## src/hw/rtl/pss_pkg.sv

```systemverilog
package pss_pkg;

    localparam int COUNT_W = 16;
    localparam int PIX_W   = 8;
    localparam int ABITS_W = 18;
    localparam int ABPIX_W = 19;
    localparam int CFG_W   = 10;
    localparam int CIDX_W  = 3;

    localparam logic [5:0]  MAX_PAD       = 6'd62;
    localparam logic [31:0] TURN_OFF_WORD = 32'h0013_8006;
    localparam logic [31:0] STOP_WORD     = 32'h0000_0000;

    // input operations
    localparam logic [1:0] OP_SYM    = 2'd0;
    localparam logic [1:0] OP_END    = 2'd1;
    localparam logic [1:0] OP_A_DONE = 2'd2;
    localparam logic [1:0] OP_B_DONE = 2'd3;

    // configuration register indexes
    localparam logic [CIDX_W-1:0] CFG_PIX_ON_A = 3'd0;
    localparam logic [CIDX_W-1:0] CFG_LEDS     = 3'd1;
    localparam logic [CIDX_W-1:0] CFG_BITS     = 3'd2;
    localparam logic [CIDX_W-1:0] CFG_PAD_A    = 3'd3;
    localparam logic [CIDX_W-1:0] CFG_PAD_B    = 3'd4;

    localparam logic [9:0] PIX_ON_A_RST = 10'd3;
    localparam logic [2:0] LEDS_RST     = 3'd3;
    localparam logic [4:0] BITS_RST     = 5'd8;
    localparam logic [PIX_W-1:0]   PIX_RST   = PIX_W'(LEDS_RST * BITS_RST);
    localparam logic [ABITS_W-1:0] ABITS_RST = ABITS_W'(PIX_ON_A_RST * PIX_RST);
    localparam logic [ABPIX_W-1:0] ABPIX_RST = ABPIX_W'((PIX_ON_A_RST + 1) * PIX_RST);

    // result kinds, in the order they go out within one word
    localparam logic [2:0] K_ASYM  = 3'd2;
    localparam logic [2:0] K_APAD  = 3'd3;
    localparam logic [2:0] K_ASTOP = 3'd4;
    localparam logic [2:0] K_BSYM  = 3'd5;
    localparam logic [2:0] K_BPAD  = 3'd6;
    localparam logic [2:0] K_BSTOP = 3'd7;

    typedef struct packed {
        logic       load;
        logic       decide;
        logic       emit;
        logic [2:0] kind;
        logic       last;
    } t_cmd;

    typedef struct packed {
        logic cfg_busy;
        logic out_free;
        logic is_sym;
        logic is_end;
        logic consumed;
        logic ge_a1;
        logic pad_a_zero;
        logic pad_a_one;
        logic pad_b_zero;
        logic pad_b_one;
        logic stop_sent;
    } t_stat;

    function automatic logic [5:0] sat_pad(input logic [CFG_W-1:0] v);
        return (v[5:0] > MAX_PAD) ? MAX_PAD : v[5:0];
    endfunction

endpackage

```

## src/hw/rtl/pss_in_if.sv

```systemverilog
interface pss_in_if;
    logic        valid;
    logic        ready;
    logic [1:0]  op;
    logic [31:0] symbol;

    modport source (output valid, output op, output symbol, input ready);
    modport sink   (input valid, input op, input symbol, output ready);
endinterface

```

## src/hw/rtl/pss_out_if.sv

```systemverilog
interface pss_out_if;
    logic        valid;
    logic        ready;
    logic        channel;
    logic [31:0] out_symbol;
    logic        start_a;
    logic        start_b;
    logic [15:0] frame_bits;
    logic        last;

    modport source (output valid, output channel, output out_symbol, output start_a,
                    output start_b, output frame_bits, output last, input ready);
    modport sink   (input valid, input channel, input out_symbol, input start_a,
                    input start_b, input frame_bits, input last, output ready);
endinterface

```

## src/hw/rtl/pixel_stream_splitter_top.sv

```systemverilog
// Pixel stream splitter.
// i_in carries one word per received LED bit symbol (op 0), a frame end (op 1),
// or an output-done notice (op 2 for A, op 3 for B). o_out carries the words
// to transmit, tagged with the destination channel, the start pulses and the
// finished frame bit count; last marks the final word caused by an input word.
// The user must write the configuration through i_cfg_we / i_cfg_idx / i_cfg_data
// only while the block is idle; the block itself does not enforce this. The input
// is held off in the cycle after each write while r_pix is recomputed; r_abits and
// r_abpix are registered from r_pix in turn. Each word is registered when taken and
// planned in the decide state; the sequencer then emits its n results (1 for a
// plain symbol, up to 64 at frame end with padding), one result per cycle while the
// output is free, into a single output register. Done notices make no results and
// only pass the decide state. A new word is taken while the last result still waits
// in the output register. A receiver stall holds the sequencer in its current step.
// Reset restores the register defaults (3 pixels on A, 3 LEDs, 8 bits) and
// clears the bit count, padding counters and running flags.
module pixel_stream_splitter_top (
    input  logic                       i_clk,
    input  logic                       i_rst_n,
    input  logic                       i_cfg_we,
    input  logic [pss_pkg::CIDX_W-1:0] i_cfg_idx,
    input  logic [pss_pkg::CFG_W-1:0]  i_cfg_data,
    pss_in_if.sink                     i_in,
    pss_out_if.source                  o_out
);

    pss_pkg::t_cmd  w_cmd;
    pss_pkg::t_stat w_stat;

    pss_ctrl u_ctrl (
        .i_clk      (i_clk),
        .i_rst_n    (i_rst_n),
        .i_in_valid (i_in.valid),
        .o_in_ready (i_in.ready),
        .i_stat     (w_stat),
        .o_cmd      (w_cmd)
    );

    pss_dp u_dp (
        .i_clk        (i_clk),
        .i_rst_n      (i_rst_n),
        .i_cfg_we     (i_cfg_we),
        .i_cfg_idx    (i_cfg_idx),
        .i_cfg_data   (i_cfg_data),
        .i_op         (i_in.op),
        .i_symbol     (i_in.symbol),
        .i_cmd        (w_cmd),
        .o_stat       (w_stat),
        .o_valid      (o_out.valid),
        .i_ready      (o_out.ready),
        .o_channel    (o_out.channel),
        .o_out_symbol (o_out.out_symbol),
        .o_start_a    (o_out.start_a),
        .o_start_b    (o_out.start_b),
        .o_frame_bits (o_out.frame_bits),
        .o_last       (o_out.last)
    );

endmodule

```

## src/hw/rtl/pss_dp.sv

```systemverilog
module pss_dp (
    input  logic                       i_clk,
    input  logic                       i_rst_n,
    input  logic                       i_cfg_we,
    input  logic [pss_pkg::CIDX_W-1:0] i_cfg_idx,
    input  logic [pss_pkg::CFG_W-1:0]  i_cfg_data,
    input  logic [1:0]                 i_op,
    input  logic [31:0]                i_symbol,
    input  pss_pkg::t_cmd              i_cmd,
    output pss_pkg::t_stat             o_stat,
    output logic                       o_valid,
    input  logic                       i_ready,
    output logic                       o_channel,
    output logic [31:0]                o_out_symbol,
    output logic                       o_start_a,
    output logic                       o_start_b,
    output logic [15:0]                o_frame_bits,
    output logic                       o_last
);

    logic [9:0]                    r_pix_on_a;
    logic [2:0]                    r_leds;
    logic [4:0]                    r_bits;
    logic [pss_pkg::PIX_W-1:0]     r_pix;
    logic [pss_pkg::ABITS_W-1:0]   r_abits;
    logic [pss_pkg::ABPIX_W-1:0]   r_abpix;
    logic                          r_busy;
    logic [5:0]                    r_pad_a;
    logic [5:0]                    r_pad_b;
    logic [pss_pkg::COUNT_W-1:0]   r_bc;
    logic                          r_a_run;
    logic                          r_b_run;
    logic                          r_stop_sent;
    logic                          r_fire_a;
    logic                          r_fire_b;
    logic                          r_ov;
    logic [1:0]                    r_op;
    logic [31:0]                   r_sym;
    logic                          r_chan;
    logic [31:0]                   r_word;
    logic                          r_st_a;
    logic                          r_st_b;
    logic [15:0]                   r_fbits;
    logic                          r_last;

    logic                          w_is_sym;
    logic                          w_is_end;
    logic [pss_pkg::COUNT_W-1:0]   w_inc;
    logic [pss_pkg::COUNT_W-1:0]   w_bc_a;
    logic [pss_pkg::COUNT_W-1:0]   w_bc_b;
    logic                          w_consumed;
    logic                          w_fire_a;
    logic                          w_fire_b;

    assign w_is_sym   = (r_op == pss_pkg::OP_SYM);
    assign w_is_end   = (r_op == pss_pkg::OP_END);
    // saturating bit counter
    assign w_inc      = (&r_bc) ? r_bc : r_bc + 1'b1;
    assign w_consumed = w_is_sym && ({2'b00, r_bc} < r_abits);
    assign w_bc_a     = w_consumed ? w_inc : r_bc;
    assign w_bc_b     = w_is_sym ? w_inc : r_bc;
    assign w_fire_a   = (w_is_sym || w_is_end) && !r_a_run
                        && (w_bc_a >= {8'd0, r_pix});
    assign w_fire_b   = (w_is_sym || w_is_end) && !r_b_run
                        && ({3'd0, w_bc_b} >= r_abpix);

    always_comb begin
        o_stat.cfg_busy   = r_busy;
        o_stat.out_free   = !r_ov || i_ready;
        o_stat.is_sym     = w_is_sym;
        o_stat.is_end     = w_is_end;
        o_stat.consumed   = w_consumed;
        o_stat.ge_a1      = ({2'b00, w_bc_a} >= r_abits);
        o_stat.pad_a_zero = (r_pad_a == 6'd0);
        o_stat.pad_a_one  = (r_pad_a == 6'd1);
        o_stat.pad_b_zero = (r_pad_b == 6'd0);
        o_stat.pad_b_one  = (r_pad_b == 6'd1);
        o_stat.stop_sent  = r_stop_sent;
    end

    always_ff @(posedge i_clk) begin
        if (!i_rst_n) begin
            r_pix_on_a  <= pss_pkg::PIX_ON_A_RST;
            r_leds      <= pss_pkg::LEDS_RST;
            r_bits      <= pss_pkg::BITS_RST;
            r_pix       <= pss_pkg::PIX_RST;
            r_abits     <= pss_pkg::ABITS_RST;
            r_abpix     <= pss_pkg::ABPIX_RST;
            r_busy      <= 1'b0;
            r_pad_a     <= 6'd0;
            r_pad_b     <= 6'd0;
            r_bc        <= '0;
            r_a_run     <= 1'b0;
            r_b_run     <= 1'b0;
            r_stop_sent <= 1'b0;
            r_fire_a    <= 1'b0;
            r_fire_b    <= 1'b0;
            r_ov        <= 1'b0;
        end else begin
            // thresholds follow the size registers, two multiplies deep
            r_pix   <= pss_pkg::PIX_W'(r_leds) * pss_pkg::PIX_W'(r_bits);
            r_abits <= pss_pkg::ABITS_W'(r_pix_on_a) * pss_pkg::ABITS_W'(r_pix);
            r_abpix <= (pss_pkg::ABPIX_W'(r_pix_on_a) + 1'b1) * pss_pkg::ABPIX_W'(r_pix);
            r_busy  <= i_cfg_we;

            if (i_cfg_we) begin
                case (i_cfg_idx)
                    pss_pkg::CFG_PIX_ON_A: r_pix_on_a <= i_cfg_data;
                    pss_pkg::CFG_LEDS:     r_leds     <= i_cfg_data[2:0];
                    pss_pkg::CFG_BITS:     r_bits     <= i_cfg_data[4:0];
                    pss_pkg::CFG_PAD_A:    r_pad_a    <= pss_pkg::sat_pad(i_cfg_data);
                    pss_pkg::CFG_PAD_B:    r_pad_b    <= pss_pkg::sat_pad(i_cfg_data);
                    default: ;
                endcase
            end

            if (i_cmd.decide) begin
                case (r_op)
                    pss_pkg::OP_A_DONE: r_a_run <= 1'b0;
                    pss_pkg::OP_B_DONE: r_b_run <= 1'b0;
                    default: begin
                        if (w_is_sym)
                            r_bc <= w_inc;
                        if (w_fire_a)
                            r_a_run <= 1'b1;
                        if (w_fire_b)
                            r_b_run <= 1'b1;
                    end
                endcase
                r_fire_a <= w_fire_a;
                r_fire_b <= w_fire_b;
            end

            if (i_cmd.emit) begin
                r_ov <= 1'b1;
                case (i_cmd.kind)
                    pss_pkg::K_APAD:  r_pad_a <= r_pad_a - 1'b1;
                    pss_pkg::K_ASTOP: r_stop_sent <= 1'b1;
                    pss_pkg::K_BPAD:  r_pad_b <= r_pad_b - 1'b1;
                    pss_pkg::K_BSTOP: begin
                        // frame end: drop A padding, rearm A stop, restart count
                        r_pad_a     <= 6'd0;
                        r_stop_sent <= 1'b0;
                        r_bc        <= '0;
                    end
                    default: ;
                endcase
            end else if (i_ready) begin
                r_ov <= 1'b0;
            end
        end
    end

    always_ff @(posedge i_clk) begin
        if (i_cmd.load) begin
            r_op  <= i_op;
            r_sym <= i_symbol;
        end
        if (i_cmd.emit) begin
            r_chan  <= (i_cmd.kind >= pss_pkg::K_BSYM);
            r_st_a  <= i_cmd.last && r_fire_a;
            r_st_b  <= i_cmd.last && r_fire_b;
            r_last  <= i_cmd.last;
            r_fbits <= (i_cmd.kind == pss_pkg::K_BSTOP) ? r_bc : 16'd0;
            case (i_cmd.kind)
                pss_pkg::K_ASYM, pss_pkg::K_BSYM: r_word <= r_sym;
                pss_pkg::K_APAD, pss_pkg::K_BPAD: r_word <= pss_pkg::TURN_OFF_WORD;
                default:                          r_word <= pss_pkg::STOP_WORD;
            endcase
        end
    end

    assign o_valid      = r_ov;
    assign o_channel    = r_chan;
    assign o_out_symbol = r_word;
    assign o_start_a    = r_st_a;
    assign o_start_b    = r_st_b;
    assign o_frame_bits = r_fbits;
    assign o_last       = r_last;

endmodule

```

## src/hw/rtl/pss_ctrl.sv

```systemverilog
module pss_ctrl (
    input  logic           i_clk,
    input  logic           i_rst_n,
    input  logic           i_in_valid,
    output logic           o_in_ready,
    input  pss_pkg::t_stat i_stat,
    output pss_pkg::t_cmd  o_cmd
);

    localparam logic [2:0] S_IDLE   = 3'd0;
    localparam logic [2:0] S_DECIDE = 3'd1;
    localparam logic [2:0] S_ASYM   = pss_pkg::K_ASYM;
    localparam logic [2:0] S_APAD   = pss_pkg::K_APAD;
    localparam logic [2:0] S_BPAD   = pss_pkg::K_BPAD;

    logic [2:0] r_state;
    logic [2:0] n_state;
    logic [5:0] r_plan;
    logic [5:0] n_plan;
    logic [2:0] w_phase;
    logic       w_more;
    logic       w_accept;

    // first planned phase at or after start, else idle
    function automatic logic [2:0] first_from(input logic [5:0] plan, input logic [2:0] start);
        logic [2:0] nxt;
        nxt = S_IDLE;
        for (int i = 5; i >= 0; i--) begin
            if (plan[i] && (i >= int'(start)))
                nxt = 3'(i) + S_ASYM;
        end
        return nxt;
    endfunction

    assign w_phase    = r_state - S_ASYM;
    assign w_more     = (first_from(r_plan, w_phase + 3'd1) != S_IDLE) && (w_phase != 3'd5);
    assign o_in_ready = (r_state == S_IDLE) && !i_stat.cfg_busy;
    assign w_accept   = o_in_ready && i_in_valid;

    // results of one word, in output order: A data, A pad, A stop, B data, B pad, B stop
    always_comb begin
        n_plan[0] = i_stat.consumed;
        n_plan[1] = i_stat.is_sym && i_stat.ge_a1 && !i_stat.pad_a_zero;
        n_plan[2] = (i_stat.is_end || (i_stat.is_sym && i_stat.ge_a1)) && !i_stat.stop_sent
                    && (i_stat.pad_a_zero || n_plan[1]);
        n_plan[3] = i_stat.is_sym && !i_stat.consumed;
        n_plan[4] = i_stat.is_end && !i_stat.pad_b_zero;
        n_plan[5] = i_stat.is_end;
    end

    always_comb begin
        n_state      = r_state;
        o_cmd.load   = w_accept;
        o_cmd.decide = 1'b0;
        o_cmd.emit   = 1'b0;
        o_cmd.kind   = r_state;
        o_cmd.last   = 1'b0;
        case (r_state)
            S_IDLE: begin
                if (w_accept)
                    n_state = S_DECIDE;
            end
            S_DECIDE: begin
                o_cmd.decide = 1'b1;
                n_state      = first_from(n_plan, 3'd0);
            end
            default: begin
                if (i_stat.out_free) begin
                    o_cmd.emit = 1'b1;
                    if (r_state == S_APAD) begin
                        o_cmd.last = i_stat.pad_a_one && !w_more;
                        if (i_stat.pad_a_one)
                            n_state = first_from(r_plan, w_phase + 3'd1);
                    end else if (r_state == S_BPAD) begin
                        o_cmd.last = i_stat.pad_b_one && !w_more;
                        if (i_stat.pad_b_one)
                            n_state = first_from(r_plan, w_phase + 3'd1);
                    end else begin
                        o_cmd.last = !w_more;
                        n_state    = w_more ? first_from(r_plan, w_phase + 3'd1) : S_IDLE;
                    end
                end
            end
        endcase
    end

    always_ff @(posedge i_clk) begin
        if (!i_rst_n) begin
            r_state <= S_IDLE;
            r_plan  <= 6'd0;
        end else begin
            r_state <= n_state;
            if (r_state == S_DECIDE)
                r_plan <= n_plan;
        end
    end

endmodule
```

## src/flat_wrapper.sv

```systemverilog
// flat-port wrapper written by rule: the top's interface ports become plain ports
module pixel_stream_splitter_top_flat 
  (i_clk, i_rst_n, i_cfg_we, i_cfg_idx, i_cfg_data, i_in_valid, i_in_op, i_in_symbol, i_in_ready, o_out_valid, o_out_channel, o_out_out_symbol, o_out_start_a, o_out_start_b, o_out_frame_bits, o_out_last, o_out_ready);
  pss_in_if i_in_i ();
  pss_out_if o_out_i ();
  input  logic i_clk;
  input  logic i_rst_n;
  input  logic i_cfg_we;
  input  logic [pss_pkg::CIDX_W-1:0] i_cfg_idx;
  input  logic [pss_pkg::CFG_W-1:0] i_cfg_data;
  input wire logic [$bits(i_in_i.valid)-1:0] i_in_valid;
  input wire logic [$bits(i_in_i.op)-1:0] i_in_op;
  input wire logic [$bits(i_in_i.symbol)-1:0] i_in_symbol;
  output wire logic [$bits(i_in_i.ready)-1:0] i_in_ready;
  output wire logic [$bits(o_out_i.valid)-1:0] o_out_valid;
  output wire logic [$bits(o_out_i.channel)-1:0] o_out_channel;
  output wire logic [$bits(o_out_i.out_symbol)-1:0] o_out_out_symbol;
  output wire logic [$bits(o_out_i.start_a)-1:0] o_out_start_a;
  output wire logic [$bits(o_out_i.start_b)-1:0] o_out_start_b;
  output wire logic [$bits(o_out_i.frame_bits)-1:0] o_out_frame_bits;
  output wire logic [$bits(o_out_i.last)-1:0] o_out_last;
  input wire logic [$bits(o_out_i.ready)-1:0] o_out_ready;
  assign i_in_i.valid = i_in_valid;
  assign i_in_i.op = i_in_op;
  assign i_in_i.symbol = i_in_symbol;
  assign i_in_ready = i_in_i.ready;
  assign o_out_valid = o_out_i.valid;
  assign o_out_channel = o_out_i.channel;
  assign o_out_out_symbol = o_out_i.out_symbol;
  assign o_out_start_a = o_out_i.start_a;
  assign o_out_start_b = o_out_i.start_b;
  assign o_out_frame_bits = o_out_i.frame_bits;
  assign o_out_last = o_out_i.last;
  assign o_out_i.ready = o_out_ready;
  pixel_stream_splitter_top u_core (.i_clk(i_clk), .i_rst_n(i_rst_n), .i_cfg_we(i_cfg_we), .i_cfg_idx(i_cfg_idx), .i_cfg_data(i_cfg_data), .i_in(i_in_i), .o_out(o_out_i));
endmodule
```

## config.mk

```make
export PLATFORM = sky130hd
export DESIGN_NAME = pixel_stream_splitter_top_flat
export DESIGN_NICKNAME = d
export VERILOG_FILES = /design/src/hw/rtl/pss_pkg.sv /design/src/hw/rtl/pss_in_if.sv /design/src/hw/rtl/pss_out_if.sv /design/src/hw/rtl/pixel_stream_splitter_top.sv /design/src/hw/rtl/pss_dp.sv /design/src/hw/rtl/pss_ctrl.sv /design/src/flat_wrapper.sv
export SDC_FILE = /design/constraint.sdc
export NUM_CORES = 1
export LEC_CHECK = 0
export ABC_AREA = 1
export BUFFER_PORTS_ARGS = -buffer_cell sky130_fd_sc_hd__buf_2
export CORE_ASPECT_RATIO = 0.75
export CORE_UTILIZATION = 60
export CTS_CLUSTER_SIZE = 8
export DETAILED_ROUTE_END_ITERATION = 8
export PLACE_DENSITY_LB_ADDON = 0.12
export RECOVER_POWER = 100
export SYNTH_ARGS = -nofsm -noshare
export SYNTH_HDL_FRONTEND = slang
export SYNTH_SLANG_ARGS = --single-unit
export TNS_END_PERCENT = 30
```

## constraint.sdc

```tcl
create_clock -name i_clk -period 12.45 [get_ports i_clk]
set_input_delay 2.49 -clock i_clk [delete_from_list [all_inputs] [get_ports i_clk]]
set_output_delay 2.49 -clock i_clk [all_outputs]
set_load 0.02 [all_outputs]
```

==> run summary <==
The delay contributed by the slowest stage of the critical path came out at 0.68 ns. The floorplan die width came out at 186 um. The arrival time of data at the critical path endpoint came out at 6.19 ns. The xor/xnor share of the synthesized area came out at 1.03%.

The count of warnings emitted by yosys came out at 0. Synthesis produced a netlist with a net count of 2227. The later pin in the worst-skew pair is clocked with a latency of 0.45 ns. The cell depth of the worst hold path came out at 2. In the finished design, the share of the clock period the worst path needs comes to 46.9%. Synthesis instantiated 53 different standard cells from the library. The transition time at the pin with the least slew margin came out at 2.91 ns.

The data required time of the critical path is 12.80 ns. The number of top-level design ports came out at 106. The portion of netlist area occupied by mux cells is 0%. In this run the worst setup path begins at u_core.u_dp.r_pix_on_a[0]. The instance count of the mapped netlist is 1914. The achievable clock frequency came out at 0.171 GHz.

The routability congestion estimate from global placement came out at 0.913. The run finished, with violations left. The detailed-router iteration count before antenna repair is 6. The remaining max-slew budget at the tightest pin is -94.1%.

The sequential cell area fraction in the yosys report is 31.0%. Max-cap violations in this run came to 4. The number of synthesized flops with an enable pin came out at 86. The initial antenna violation count came out at 0.

The number of fill cells in the layout came out at 2168. The number of input and output port buffers inserted is 105. The signed area change from the synthesized netlist to the final layout came out at 8.04%. TritonCTS built the clock tree. The first-pass GRT wire length is 59400 um.

The worst hold path terminates at u_core.u_dp.r_a_run. The smallest setup slack after layout is 6.61 ns. The final-report max-slew violation count is 174.

The adder-cell share of the synthesized area is 26.6%. The final layout contains 2309 nets. The critical path class is reg2reg. The synthesized-area fraction occupied by ao, oa, aoi and oai cells came out at 11.3%.

The overall routing resource usage came out at 29.2%. The overall die area is 26100 sq um. Entering global routing, the biggest net connects 54 pins. The number of gates resized after CTS came out at 0. The number of diodes is 0. The final-layout worst hold slack came out at 0.468 ns. The TritonCTS sink count came out at 193. The tightest min-delay check is of the reg2reg type.

The count of state elements after synthesis is 193. Walking the worst path, the cells encountered are ha_1 > nand2_1 > inv_1 > nand4_1 > nor3_1 > inv_1 > nand2_1 > inv_1 > nand2_1 > fa_1 > inv_1 > fa_1 > fa_1 > fa_1 > ha_1 > a21oi_1 > a21boi_0 > o21ai_0 > a21boi_0 > nand2_1 > nand2_1 > nor2_1. The clock period could shrink to 5.84 ns. The average instance area after synthesis came out at 7.97 sq um.

The setup skew after layout came out at 0.0181 ns. Setup repair after global routing left no endpoint under its margin. The largest fanout of any net on the critical path came out at 17. The clock slew seen by the registers of the worst setup and hold paths came out at 0.08 ns. For the final routed database, the setup TNS stands at 0 ns.

The power per cell area is 159 nW/um^2. The standard cell area after detailed placement came out at 16000 sq um. The worst setup path is launched from a register.

The endpoint identified for the worst register-to-register timing path is u_core.u_dp.r_abpix[16]. The die height came out at 140 um. The core region is 25000 sq um. The startpoint identified for the worst register-to-register timing path is u_core.u_dp.r_pix_on_a[0]. The mapped netlist covers 15300 sq um. The routed wire length came out at 36400 um. The number of hold buffers added after cts is 0. The library cell used most frequently in the layout, excluding fill and tap cells, is inv_1. The number of remaining DRC errors came out at 0.

The per-cell via count in the routed design came out at 5.29. Summed over all nets, the half-perimeter wirelength after detailed placement is 28200 um. The first routing iteration left 1036 violations. The tree is rooted in a clkbuf_16. The proportion of register bits with asynchronous set or reset after synthesis came out at 0%. The static leakage power is 8.44 nW.

In this run the most critical hold path is launched from u_core.u_dp.r_a_run. The share of final-layout standard cells stronger than drive strength 1 is 6.02%. The detail route stage leaves a number of antenna-violating nets equal to 0.

The total power came out at 2.63 mW. The worst-case reg-to-reg path depth came out at 22. In the layout the commonest cells are 411 x inv_1, 391 x nand2_1, 168 x nor2_1, 155 x ha_1, 131 x a21oi_1. The final setup violation count came out at 0. STA classifies the critical path endpoint as a register. The area of all placed cells without fillers is 16500 sq um. The slack of the worst reg-to-reg path came out at 6.61 ns. The most used flip-flop cell after synthesis is dfxtp_1. The starting utilization of the core area is 61.1%. The average detailed-routed wire length per instance is 15.5 um.

The share of synthesized cell area in and, or, nand and nor gates is 18.0%. The via count came out at 12400. The checks that failed: max-capacitance violations, max-slew violations.

The total congestion overflow after global routing came out at 0. The longest clock path from root to sink contains 2 buffers. The number of global-route vias before repair is 12100.

The final hold violation count is 0. The slowest cell on the critical path is dfxtp_1. After synthesis, the largest family of logic cells by area is adder cells.

The H-tree depth reported by CTS is 4. The number of clock buffers added by TritonCTS is 17. The cell repeated most along the worst path is nand2_1.

The post-CTS setup buffer count is 0. The worst supply voltage drop on vdd came out at 0.000230 V. After floorplanning, the core was divided into 50 placement rows. The post-place setup slack came out at 6.93 ns.
## layout make-up
cell class	count	area, sq um	area share (%)
clock inverters	15	170	1.03
flip-flops and latches	193	4720	28.7
well taps	338	423	2.57
clock buffers	17	425	2.58
inverters	418	1570	9.53
multi-input cells	1252	8670	52.6
repair buffers	114	504	3.06
## where the power goes
part / switching, mW / internal, mW / leakage, nW / total (mW)
logic: 0.775 / 0.324 / 6.45 / 1.10
clock network: 0.275 / 0.286 / 0.288 / 0.562
registers: 0.0919 / 0.874 / 1.70 / 0.966
## sequential cells by signal, summed over array words and instances, names as in the netlist, 5 cells and up
signal,flops
u_core.u_dp.r_bc,16
u_core.u_dp.r_abpix,19
u_core.u_dp.r_abits,18
u_core.u_dp.o_frame_bits,16
u_core.u_dp.o_out_symbol,32
u_core.u_dp.r_pad_b,6
u_core.u_dp.r_pad_a,6
u_core.u_dp.r_pix_on_a,10
u_core.u_dp.r_sym,32
u_core.u_dp.r_bits,5
u_core.u_ctrl.r_plan,6
u_core.u_dp.r_pix,8
## cell usage after synthesis, types with 9 or more instances
cell type  instances  area, sq um
nor3_1            13         65.1
o211ai_1          10         75.1
dfxtp_1          107         2140
nor2_2            10         62.6
clkbuf_1          37          139
edfxtp_1          86         2580
inv_1            412         1550
a211oi_1          12         90.1
a21oi_1          131          656
nor2_1           167          627
ha_1             155         1940
o21a_1            11         82.6
o21ai_0          107          536
xor2_1            14          123
fa_1             106         2120
nand3_1           45          225
nand2_1          391         1470
nand2_2            9         56.3
## through the flow
step / util, % / cells
floorplan: - / 1914
global placement: 64.1 / 2315
detailed placement: 64.1 / 2315
CTS: 66.5 / 2347
global route: 66.1 / 2347
finish: 66.1 / 2347
## cell families (layout without fill, tap and decap cells)
kind of cell	after synthesis	after routing
adder cells (fa/ha/maj)	261	261
AO/OA/AOI/OAI	310	310
AND/OR/NAND/NOR	663	663
flip-flops	193	193
XOR/XNOR	18	18
buffers and inverters	469	564
## how the worst max path moves through the flow
stage,endpoint
after CTS,u_core.u_dp.r_abpix[15]
after global routing,u_core.u_dp.r_abpix[16]
after floorplan,u_core.u_ctrl.r_state[1]
final,u_core.u_dp.r_abpix[16]
after global placement,u_core.u_dp.r_abpix[16]
after detailed placement,u_core.u_dp.r_abpix[16]
## routing by layer
layer	part of all wire, %	vias to the layer above	routed length (um)	GRT usage, %
met2	44	393	16100	44.7
li1	-	6153	-	-
met5	0	-	0	0
met3	7.4	59	2680	6.63
met1	47	5822	16900	41.7
met4	1.8	0	652	7.81
## worst max-delay path: cells and delay by family (launching register included)
kind / cells / cell delay [ns]
DFF: 1 / 0.68
buffers and inverters: 4 / 0.52
adders and majority gates: 6 / 2.50
AOI/OAI and AO/OA: 4 / 0.94
and+or+nand+nor: 8 / 1.10
No activity file was read; power rests on OpenSTA's default activity.
